## config.mk

```make
export PLATFORM = sky130hd
export DESIGN_NAME = ringtone_note_parser
export DESIGN_NICKNAME = d
export VERILOG_FILES = /design/src/rtnp_pkg.sv /design/src/ringtone_note_parser.sv /design/src/rtnp_divider.sv
export SDC_FILE = /design/constraint.sdc
export NUM_CORES = 1
export LEC_CHECK = 0
export ABC_AREA = 1
export CORE_MARGIN = 2
export CORE_UTILIZATION = 59
export DETAILED_ROUTE_END_ITERATION = 8
export DONT_BUFFER_PORTS = 1
export PLACE_DENSITY_LB_ADDON = 0.08
export SLEW_MARGIN = 20
export SYNTH_ARGS = -nofsm -noshare
export SYNTH_HDL_FRONTEND = slang
export SYNTH_SLANG_ARGS = --single-unit
export TNS_END_PERCENT = 1
```

## constraint.sdc

```tcl
create_clock -name clock -period 6.92 [get_ports clock]
set_input_delay 0.346 -clock clock [delete_from_list [all_inputs] [get_ports clock]]
set_output_delay 0.346 -clock clock [all_outputs]
set_load 0.05 [all_outputs]
```

## src/rtnp_pkg.sv

```systemverilog
// ----------------------------------------------------------------------------
// Ringtone note parser package
// Shared types, constants and helper functions for the ringtone note parser.
// ----------------------------------------------------------------------------
package rtnp_pkg;

   localparam int CHAR_WIDTH     = 8;
   localparam int FREQ_WIDTH     = 19;
   localparam int LEN_WIDTH      = 17;
   localparam int BASE_WIDTH     = 16;
   localparam int DUR_WIDTH      = 8;
   localparam int NUM_WIDTH      = 23;
   localparam int DEN_WIDTH      = 18;
   localparam int COUNT_WIDTH    = $clog2(NUM_WIDTH);
   localparam int CSR_INDEX_WIDTH = 2;
   localparam int CSR_DATA_WIDTH  = 10;

   localparam logic [CSR_INDEX_WIDTH-1:0] CSR_DEFAULT_DURATION = 2'd0;
   localparam logic [CSR_INDEX_WIDTH-1:0] CSR_DEFAULT_OCTAVE   = 2'd1;
   localparam logic [CSR_INDEX_WIDTH-1:0] CSR_BEATS_PER_MINUTE = 2'd2;

   localparam logic [5:0] RESET_DEFAULT_DURATION = 6'd4;
   localparam logic [2:0] RESET_DEFAULT_OCTAVE   = 3'd6;
   localparam logic [9:0] RESET_BEATS_PER_MINUTE = 10'd63;

   localparam logic [CHAR_WIDTH-1:0] CHAR_ZERO  = 8'h30;
   localparam logic [CHAR_WIDTH-1:0] CHAR_NINE  = 8'h39;
   localparam logic [CHAR_WIDTH-1:0] CHAR_COMMA = 8'h2C;
   localparam logic [CHAR_WIDTH-1:0] CHAR_HASH  = 8'h23;
   localparam logic [CHAR_WIDTH-1:0] CHAR_DOT   = 8'h2E;
   localparam logic [CHAR_WIDTH-1:0] CHAR_UPPER_A = 8'h41;
   localparam logic [CHAR_WIDTH-1:0] CHAR_UPPER_Z = 8'h5A;
   localparam logic [CHAR_WIDTH-1:0] CHAR_LOWER_A = 8'h61;
   localparam logic [CHAR_WIDTH-1:0] CHAR_LOWER_Z = 8'h7A;
   localparam logic [CHAR_WIDTH-1:0] CASE_OFFSET  = 8'h20;
   localparam logic [CHAR_WIDTH-1:0] SHARP_STEP   = 8'd7;

   localparam logic [LEN_WIDTH-1:0] LEN_MAX = 17'h1FFFF;
   localparam logic [LEN_WIDTH-1:0] NUM_PLAIN  = 17'd60000;
   localparam logic [LEN_WIDTH-1:0] NUM_DOTTED = 17'd90000;

   typedef struct packed {
      logic [CHAR_WIDTH-1:0] char_in;
      logic                  end_of_song;
   } req_type;

   typedef struct packed {
      logic [FREQ_WIDTH-1:0] freq_centihz;
      logic [LEN_WIDTH-1:0]  length_ms;
      logic                  is_rest;
      logic                  final_note;
   } rsp_type;

   typedef struct packed {
      logic [CHAR_WIDTH-1:0] dur_low_digit;
      logic [CHAR_WIDTH-1:0] dur_high_digit;
      logic [CHAR_WIDTH-1:0] note_code;
      logic [CHAR_WIDTH-1:0] octave_digit;
      logic                  dotted_flag;
   } fields_type;

   localparam fields_type FIELDS_EMPTY = '{
      dur_low_digit:  CHAR_ZERO,
      dur_high_digit: CHAR_ZERO,
      note_code:      CHAR_ZERO,
      octave_digit:   CHAR_ZERO,
      dotted_flag:    1'b0
   };

   typedef enum logic [1:0] {
      RTNP_IDLE,
      RTNP_LOAD,
      RTNP_DIVIDE,
      RTNP_WRITE
   } state_type;

   function automatic logic is_digit(input logic [CHAR_WIDTH-1:0] c);
      return (c >= CHAR_ZERO) && (c <= CHAR_NINE);
   endfunction

   function automatic logic is_letter(input logic [CHAR_WIDTH-1:0] c);
      return ((c >= CHAR_LOWER_A) && (c <= CHAR_LOWER_Z)) ||
             ((c >= CHAR_UPPER_A) && (c <= CHAR_UPPER_Z));
   endfunction

   // The character v is classified by the character nxt that follows it.
   function automatic fields_type classify(input fields_type f,
                                           input logic [CHAR_WIDTH-1:0] v,
                                           input logic [CHAR_WIDTH-1:0] nxt);
      fields_type r;
      r = f;
      if (is_digit(v) && is_letter(nxt)) begin
         r.dur_low_digit = v;
      end else if (is_digit(v) && is_digit(nxt)) begin
         r.dur_high_digit = v;
      end else if (is_letter(v)) begin
         r.note_code = v;
      end else if (is_digit(v)) begin
         r.octave_digit = v;
      end else if (v == CHAR_HASH) begin
         r.note_code = f.note_code + SHARP_STEP;
      end else if (v == CHAR_DOT) begin
         r.dotted_flag = 1'b1;
      end
      return r;
   endfunction

   // Octave four frequency in centihertz, zero for a rest or unknown code.
   function automatic logic [BASE_WIDTH-1:0] note_base(input logic [CHAR_WIDTH-1:0] code);
      logic [CHAR_WIDTH-1:0]  c;
      logic [BASE_WIDTH-1:0]  b;
      c = code;
      if ((c >= CHAR_UPPER_A) && (c <= CHAR_UPPER_Z)) begin
         c = c + CASE_OFFSET;
      end
      case (c)
         "c": b = 16'd26163;
         "j": b = 16'd27718;
         "d": b = 16'd29366;
         "k": b = 16'd31113;
         "e": b = 16'd32963;
         "f": b = 16'd34923;
         "m": b = 16'd36999;
         "g": b = 16'd39200;
         "n": b = 16'd41530;
         "a": b = 16'd44000;
         "h": b = 16'd46616;
         "b": b = 16'd49388;
         default: b = '0;
      endcase
      return b;
   endfunction

endpackage

```

## src/ringtone_note_parser.sv

```systemverilog
// ----------------------------------------------------------------------------
// Ringtone note parser
// Parses ringtone note text one character per request and emits one note
// (frequency and length) for each comma or final character.
// ----------------------------------------------------------------------------
// A character that does not close a note is taken in the idle state, which
// it does not leave. A comma or a character flagged as the end of the song
// closes the note, which then passes the states LOAD, DIVIDE and WRITE: LOAD
// forms the frequency and the divisor, in DIVIDE the shared subtractor of
// the divider yields the quotient bits one at a time until the sequencer
// sees the divider finish, and WRITE loads the result into the output
// register. No request is taken meanwhile, so the next character is taken
// only back in idle, and later still while the output register is full. A
// character may be taken while an earlier note still waits at the output.
module ringtone_note_parser
   import rtnp_pkg::*;
(
   input  logic                       clock,
   input  logic                       reset,
   input  logic                       req_valid,
   output logic                       req_ready,
   input  req_type                    req_data,
   output logic                       rsp_valid,
   input  logic                       rsp_ready,
   output rsp_type                    rsp_data,
   input  logic                       csr_write_en,
   input  logic [CSR_INDEX_WIDTH-1:0] csr_index,
   input  logic [CSR_DATA_WIDTH-1:0]  csr_wdata
);

   state_type             state_ff, state_in;
   fields_type            fields_ff, fields_in;
   logic [CHAR_WIDTH-1:0] held_char_ff, held_char_in;
   logic                  held_valid_ff, held_valid_in;
   logic                  final_ff, final_in;
   logic [FREQ_WIDTH-1:0] freq_ff, freq_in;
   logic                  rsp_valid_ff, rsp_valid_in;
   rsp_type               rsp_data_ff, rsp_data_in;
   logic [5:0]            default_duration_ff;
   logic [2:0]            default_octave_ff;
   logic [9:0]            beats_per_minute_ff;

   logic                  accept;
   logic                  is_comma;
   logic                  closes_note;
   logic                  div_start;
   logic                  div_done;
   logic                  rsp_load;
   logic [NUM_WIDTH-1:0]  quotient;
   logic [NUM_WIDTH-1:0]  numerator;
   logic [DEN_WIDTH-1:0]  denominator;
   logic [LEN_WIDTH-1:0]  length_ms;
   fields_type            fields_held;
   fields_type            fields_closed;
   logic [DUR_WIDTH-1:0]  dur_low;
   logic [DUR_WIDTH-1:0]  dur_high;
   logic [DUR_WIDTH-1:0]  dur;
   logic [CHAR_WIDTH-1:0] octave;
   logic [BASE_WIDTH-1:0] base;

   assign accept      = req_valid && req_ready;
   assign is_comma    = req_data.char_in == CHAR_COMMA;
   assign closes_note = is_comma || req_data.end_of_song;

   always_comb begin
      state_in = state_ff;
      case (state_ff)
         RTNP_IDLE: begin
            if (accept && closes_note) begin
               state_in = RTNP_LOAD;
            end
         end
         RTNP_LOAD: begin
            state_in = RTNP_DIVIDE;
         end
         RTNP_DIVIDE: begin
            if (div_done) begin
               state_in = RTNP_WRITE;
            end
         end
         RTNP_WRITE: begin
            if (!rsp_valid_ff || rsp_ready) begin
               state_in = RTNP_IDLE;
            end
         end
         default: begin
            state_in = RTNP_IDLE;
         end
      endcase
   end

   always_comb begin
      req_ready = 1'b0;
      div_start = 1'b0;
      rsp_load  = 1'b0;
      case (state_ff)
         RTNP_IDLE:   req_ready = 1'b1;
         RTNP_LOAD:   div_start = 1'b1;
         RTNP_DIVIDE: ;
         RTNP_WRITE:  rsp_load = !rsp_valid_ff || rsp_ready;
         default:     ;
      endcase
   end

   always_comb begin
      fields_held   = held_valid_ff ? classify(fields_ff, held_char_ff, req_data.char_in)
                                    : fields_ff;
      fields_closed = (!is_comma && req_data.end_of_song)
                    ? classify(fields_held, req_data.char_in, CHAR_COMMA) : fields_held;

      dur_low  = (fields_ff.dur_low_digit == CHAR_ZERO) ? {2'b00, default_duration_ff}
                                                        : fields_ff.dur_low_digit - CHAR_ZERO;
      dur_high = fields_ff.dur_high_digit - CHAR_ZERO;
      dur      = (dur_high != '0) ? (dur_high << 3) + (dur_high << 1) + dur_low : dur_low;
      octave   = (fields_ff.octave_digit == CHAR_ZERO) ? {5'b00000, default_octave_ff}
                                                       : fields_ff.octave_digit - CHAR_ZERO;
      base     = note_base(fields_ff.note_code);

      denominator = DEN_WIDTH'(dur) * DEN_WIDTH'(beats_per_minute_ff);
      numerator   = NUM_WIDTH'(default_duration_ff) *
                    NUM_WIDTH'(fields_ff.dotted_flag ? NUM_DOTTED : NUM_PLAIN);

      case (octave)
         8'd5:    freq_in = {2'b00, base, 1'b0};
         8'd6:    freq_in = {1'b0, base, 2'b00};
         8'd7:    freq_in = {base, 3'b000};
         default: freq_in = {3'b000, base};
      endcase

      length_ms = (quotient[NUM_WIDTH-1:LEN_WIDTH] != '0) ? LEN_MAX
                                                         : quotient[LEN_WIDTH-1:0];

      fields_in     = fields_ff;
      held_char_in  = held_char_ff;
      held_valid_in = held_valid_ff;
      final_in      = final_ff;
      if (accept) begin
         fields_in = fields_closed;
         if (closes_note) begin
            final_in      = req_data.end_of_song;
            held_char_in  = '0;
            held_valid_in = 1'b0;
         end else begin
            held_char_in  = req_data.char_in;
            held_valid_in = 1'b1;
         end
      end else if (div_start) begin
         fields_in = FIELDS_EMPTY;
      end

      rsp_valid_in = rsp_valid_ff;
      rsp_data_in  = rsp_data_ff;
      if (rsp_load) begin
         rsp_valid_in             = 1'b1;
         rsp_data_in.freq_centihz = freq_ff;
         rsp_data_in.length_ms    = length_ms;
         rsp_data_in.is_rest      = freq_ff == '0;
         rsp_data_in.final_note   = final_ff;
      end else if (rsp_ready) begin
         rsp_valid_in = 1'b0;
      end
   end

   always_ff @(posedge clock) begin
      if (reset) begin
         state_ff            <= RTNP_IDLE;
         fields_ff           <= FIELDS_EMPTY;
         held_char_ff        <= '0;
         held_valid_ff       <= 1'b0;
         rsp_valid_ff        <= 1'b0;
         default_duration_ff <= RESET_DEFAULT_DURATION;
         default_octave_ff   <= RESET_DEFAULT_OCTAVE;
         beats_per_minute_ff <= RESET_BEATS_PER_MINUTE;
      end else begin
         state_ff      <= state_in;
         fields_ff     <= fields_in;
         held_char_ff  <= held_char_in;
         held_valid_ff <= held_valid_in;
         rsp_valid_ff  <= rsp_valid_in;
         if (csr_write_en) begin
            case (csr_index)
               CSR_DEFAULT_DURATION: default_duration_ff <= csr_wdata[5:0];
               CSR_DEFAULT_OCTAVE:   default_octave_ff   <= csr_wdata[2:0];
               CSR_BEATS_PER_MINUTE: beats_per_minute_ff <= csr_wdata;
               default: ;
            endcase
         end
      end
      final_ff    <= final_in;
      rsp_data_ff <= rsp_data_in;
      if (div_start) begin
         freq_ff <= freq_in;
      end
   end

   rtnp_divider u_divider (
      .clock       (clock),
      .reset       (reset),
      .start       (div_start),
      .numerator   (numerator),
      .denominator (denominator),
      .done        (div_done),
      .quotient    (quotient)
   );

   assign rsp_valid = rsp_valid_ff;
   assign rsp_data  = rsp_data_ff;

   // The divider finishes only while the sequencer waits for it.
   assert property (@(posedge clock) disable iff (reset)
      div_done |-> state_ff == RTNP_DIVIDE)
      else $error("divider finished outside of the divide state");

   // A note only appears at the output from the write state.
   assert property (@(posedge clock) disable iff (reset)
      $rose(rsp_valid_ff) |-> $past(state_ff == RTNP_WRITE))
      else $error("note appeared without passing the write state");

   // The rest flag always agrees with the frequency it is sent with.
   assert property (@(posedge clock) disable iff (reset)
      rsp_valid_ff |-> (rsp_data_ff.is_rest == (rsp_data_ff.freq_centihz == '0)))
      else $error("rest flag disagrees with frequency");

   // A closed note leaves no held character behind.
   assert property (@(posedge clock) disable iff (reset)
      state_ff == RTNP_LOAD |-> !held_valid_ff)
      else $error("held character survived a closed note");

endmodule

```

## src/rtnp_divider.sv

```systemverilog
// ----------------------------------------------------------------------------
// Ringtone note parser divider
// Restoring divider that produces one quotient bit per cycle with a single
// shared subtractor.
// ----------------------------------------------------------------------------
module rtnp_divider
   import rtnp_pkg::*;
(
   input  logic                 clock,
   input  logic                 reset,
   input  logic                 start,
   input  logic [NUM_WIDTH-1:0] numerator,
   input  logic [DEN_WIDTH-1:0] denominator,
   output logic                 done,
   output logic [NUM_WIDTH-1:0] quotient
);

   logic                   busy_ff,  busy_in;
   logic                   done_ff,  done_in;
   logic [COUNT_WIDTH-1:0] count_ff, count_in;
   logic [DEN_WIDTH-1:0]   rem_ff,   rem_in;
   logic [DEN_WIDTH-1:0]   den_ff,   den_in;
   logic [NUM_WIDTH-1:0]   quo_ff,   quo_in;

   logic [DEN_WIDTH:0] trial;
   logic [DEN_WIDTH:0] diff;
   logic               borrow;

   always_comb begin
      trial  = {rem_ff, quo_ff[NUM_WIDTH-1]};
      diff   = trial - {1'b0, den_ff};
      borrow = diff[DEN_WIDTH];

      busy_in  = busy_ff;
      done_in  = 1'b0;
      count_in = count_ff;
      rem_in   = rem_ff;
      den_in   = den_ff;
      quo_in   = quo_ff;

      if (start) begin
         busy_in  = 1'b1;
         count_in = COUNT_WIDTH'(NUM_WIDTH - 1);
         rem_in   = '0;
         den_in   = denominator;
         quo_in   = numerator;
      end else if (busy_ff) begin
         rem_in   = borrow ? trial[DEN_WIDTH-1:0] : diff[DEN_WIDTH-1:0];
         quo_in   = {quo_ff[NUM_WIDTH-2:0], ~borrow};
         count_in = count_ff - 1'b1;
         if (count_ff == '0) begin
            busy_in = 1'b0;
            done_in = 1'b1;
         end
      end
   end

   always_ff @(posedge clock) begin
      if (reset) begin
         busy_ff  <= 1'b0;
         done_ff  <= 1'b0;
         count_ff <= '0;
      end else begin
         busy_ff  <= busy_in;
         done_ff  <= done_in;
         count_ff <= count_in;
      end
      rem_ff <= rem_in;
      den_ff <= den_in;
      quo_ff <= quo_in;
   end

   assign done     = done_ff;
   assign quotient = quo_ff;

endmodule

```

==> qor.csv <==
metric;value;unit
drt-total-wl;33.90;mm
die_h;160.4;µm
grt_setup_unrepaired;yes;
cts_buffer_depth;2;
setup_viol;0;
fillCellCount;2053;
async_flop_share;0;%
clkSinkCount;188;
clock_latency;450;ps
fmax;150.7;MHz
core.rowCount;57;
timing.final.crit_period;6637;ps
synthesis.area_per_instance;8.048;µm²
synthesis.area;14430;µm²
starting_density;59.69;%
most_common_cell_after_layout_fill_and_taps_aside;sky130_fd_sc_hd__nand2_1;
cap_viol_max_count;0;
antenna_violations_before_repair;1;
dpl_worst_slack;-52.31;ps
number_of_remaining_drc_errors;0;
global_route.overflow_total;0;
critPathMostFrequentCell;sky130_fd_sc_hd__fa_1;
yosys_most_used_dff;sky130_fd_sc_hd__edfxtp_1;
layout.nets;2025;
arrival;6830;ps
critical_path_peak_fanout;4;
htreeDepth;4;
routabilityCongestion;0.9157;
startpoint_type;register;
setup.worst_path.end_class;register;
numPortBuffers;0;
routedWlPerCell;15.83;µm
finalHoldViolCount;0;
ys_ff_latch;188;
stdcell_area;15690;µm²
synth_seq_area_share;32.95;%
number_of_synthesis_warnings;0;
min_period_over_period;95.91;%
run_status;finished clean;
synth_enable_flop_cells;99;
firstDrtPassIters;5;
clock-skew-final;20.31;ps
hpwlAfterDp;25.42;mm
dieArea;25730;µm²
detailed_place.area;14800;µm²
synthesis.instances;1793;
coreArea;24180;µm²
routed_via_density;5.545;
grt_pass1_vias;11550;
detail-route-antenna-nets;0;
layout_common_cells;sky130_fd_sc_hd__nand2_1, sky130_fd_sc_hd__inv_1, sky130_fd_sc_hd__nor2_1;
synthToLayoutAreaGrowth;8.705;%
worst-setup-path-type;register to register;
tightestPinTransition;1032;ps
final.setup.tns;0;ps
max-slew-margin-rel;30.79;%
pin_count_of_the_biggest_net_entering_global_routing;65;
finalMaxSlewViolations;0;
min-delay-path-class;input port to register;
first_pass_grt_wire_length;55.87;mm
cts_root_buffer;sky130_fd_sc_hd__clkbuf_16;
required;7110;ps
critPathSlowestCell;sky130_fd_sc_hd__fa_1;
drive_above_1_share;8.104;%
globalRouteTotalUtil;26.77;%
cts_inserted_buffers;17;
floorplan.die.width;160.4;µm
worst_path_largest_cell_delay;560;ps
synth.distinct_cells;56;
via_count;11870;
worst_setup_hold_path_clk_slew;70;ps
cts_tree;built;
dr.first_iter.drc_count;749;
ioPinCount;66;
worst_slack;282.8;ps
## sequential cells by signal (all words and copies together), names as in the netlist
name and cells:
state_ff 2, rsp_valid 1, u_divider.done 1, fields_ff 33, u_divider.rem_ff 18, final_ff 1
held_char_ff 8, rsp_data 38, u_divider.count_ff 5, held_valid_ff 1, beats_per_minute_ff 10, default_duration_ff 6
u_divider.busy_ff 1, u_divider.den_ff 18, freq_ff 19, u_divider.quotient 23, default_octave_ff 3
## critical path, delay by kind of cell, from the launching register on
family,cells,cell delay [ps]
flip-flops,1,370
buffers and inverters,5,400
XOR/XNOR,2,390
AND/OR/NAND/NOR,7,720
adder cells (fa/ha/maj),8,3260
AO/OA/AOI/OAI,9,1230
## per-stage QoR
| stage | std cells | utilization [%] | hold slack, ps |
|---|---|---|---|
| CTS | 2133 | 63.86 | 7.288 |
| finish | 2141 | 64.88 | 14.96 |
| global route | 2140 | 64.87 | 11.96 |
| global placement | 2097 | 61.23 | 414.4 |
| floorplan | 1795 | - | 400.3 |
| detailed placement | 2097 | 61.23 | 411.7 |
## final cells by class
cell class              instances  area [µm²]  area share (%)
clock inverters                15       163.9           1.045
well taps                     324       405.4           2.584
multi-input cells            1262        8591           54.77
clock buffers                  17       425.4           2.712
diodes                          3       7.507         0.04786
inverters                     312        1171           7.466
repair buffers                 20       165.2           1.053
flip-flops and latches        188        4757           30.33
## synthesized netlist by cell type (3+ instances only)
cell type,number,area [µm²]
sky130_fd_sc_hd__a211oi_1,8,60.06
sky130_fd_sc_hd__a21o_1,3,22.52
sky130_fd_sc_hd__a21oi_1,117,585.6
sky130_fd_sc_hd__a31oi_1,8,50.05
sky130_fd_sc_hd__a32o_1,6,60.06
sky130_fd_sc_hd__buf_2,6,30.03
sky130_fd_sc_hd__clkbuf_1,25,93.84
sky130_fd_sc_hd__clkinv_1,5,18.77
sky130_fd_sc_hd__dfxtp_1,89,1782
sky130_fd_sc_hd__edfxtp_1,99,2973
sky130_fd_sc_hd__fa_1,91,1822
sky130_fd_sc_hd__ha_1,107,1339
sky130_fd_sc_hd__inv_1,294,1104
sky130_fd_sc_hd__inv_2,13,48.80
sky130_fd_sc_hd__nand2_1,373,1400
sky130_fd_sc_hd__nand2_2,15,93.84
sky130_fd_sc_hd__nand3_1,60,300.3
sky130_fd_sc_hd__nand3_2,3,30.03
sky130_fd_sc_hd__nand4_1,18,112.6
sky130_fd_sc_hd__nor2_1,192,720.7
sky130_fd_sc_hd__nor2_2,8,50.05
sky130_fd_sc_hd__nor2_4,4,45.04
sky130_fd_sc_hd__nor3_1,23,115.1
sky130_fd_sc_hd__nor3_2,3,30.03
sky130_fd_sc_hd__nor4_1,8,50.05
sky130_fd_sc_hd__o2111ai_1,6,52.55
sky130_fd_sc_hd__o211ai_1,15,112.6
sky130_fd_sc_hd__o21ai_0,79,395.4
sky130_fd_sc_hd__o21ai_1,13,65.06
sky130_fd_sc_hd__o21bai_1,3,22.52
sky130_fd_sc_hd__o221ai_1,5,43.79
sky130_fd_sc_hd__o22ai_1,9,56.30
sky130_fd_sc_hd__o31ai_1,7,52.55
sky130_fd_sc_hd__or2_2,3,18.77
sky130_fd_sc_hd__xnor2_1,16,140.1
sky130_fd_sc_hd__xor2_1,32,280.3
## logic make-up (layout without fill, tap and decap cells)
kind of cell | count (synthesis) | after routing | synth area share (%)
and+or+nand+nor | 719 | 719 | 21.16
buffers and inverters | 345 | 364 | 9.052
AOI/OAI and AO/OA | 292 | 292 | 11.86
adders and majority gates | 198 | 198 | 21.90
DFF | 188 | 188 | 32.95
xor gates and xnor gates | 49 | 49 | 3.026
other | 2 | 7 | 0.05204
## repair_timing
action                     CTS  global route
gates resized for setup      3            40
setup buffers                2             5
hold buffers                 2             0
setup endpoints to repair    2             9
hold endpoints to repair    32             0
pin swaps                    1            20
## path summary, 6_finish.rpt
kind	slack (ps)	start	to	cells after the start
worst max-delay path	280	fields_ff[30]$_SDFFE_PP1P_	u_divider.den_ff[15]$_DFFE_PP_	31
worst min-delay path	10	reset	fields_ff[5]$_SDFFE_PP1P_	2
worst max register to register	280	fields_ff[30]$_SDFFE_PP1P_	u_divider.den_ff[15]$_DFFE_PP_	31
worst min register to register	440	final_ff$_DFFE_PP_	rsp_data[0]$_DFFE_PP_	0
## per-layer routing
metal	GRT usage [%]	share of wire, %	up-vias
met2	46.53	49	334
met1	34.37	43	5611
li1	-	-	5851
met5	0	0	-
met4	8.559	2.6	0
met3	4.261	5.0	75
Power is left out: the tool's default activity adds up to more than one toggle a clock period on the data nets, which glitch-free logic cannot reach.
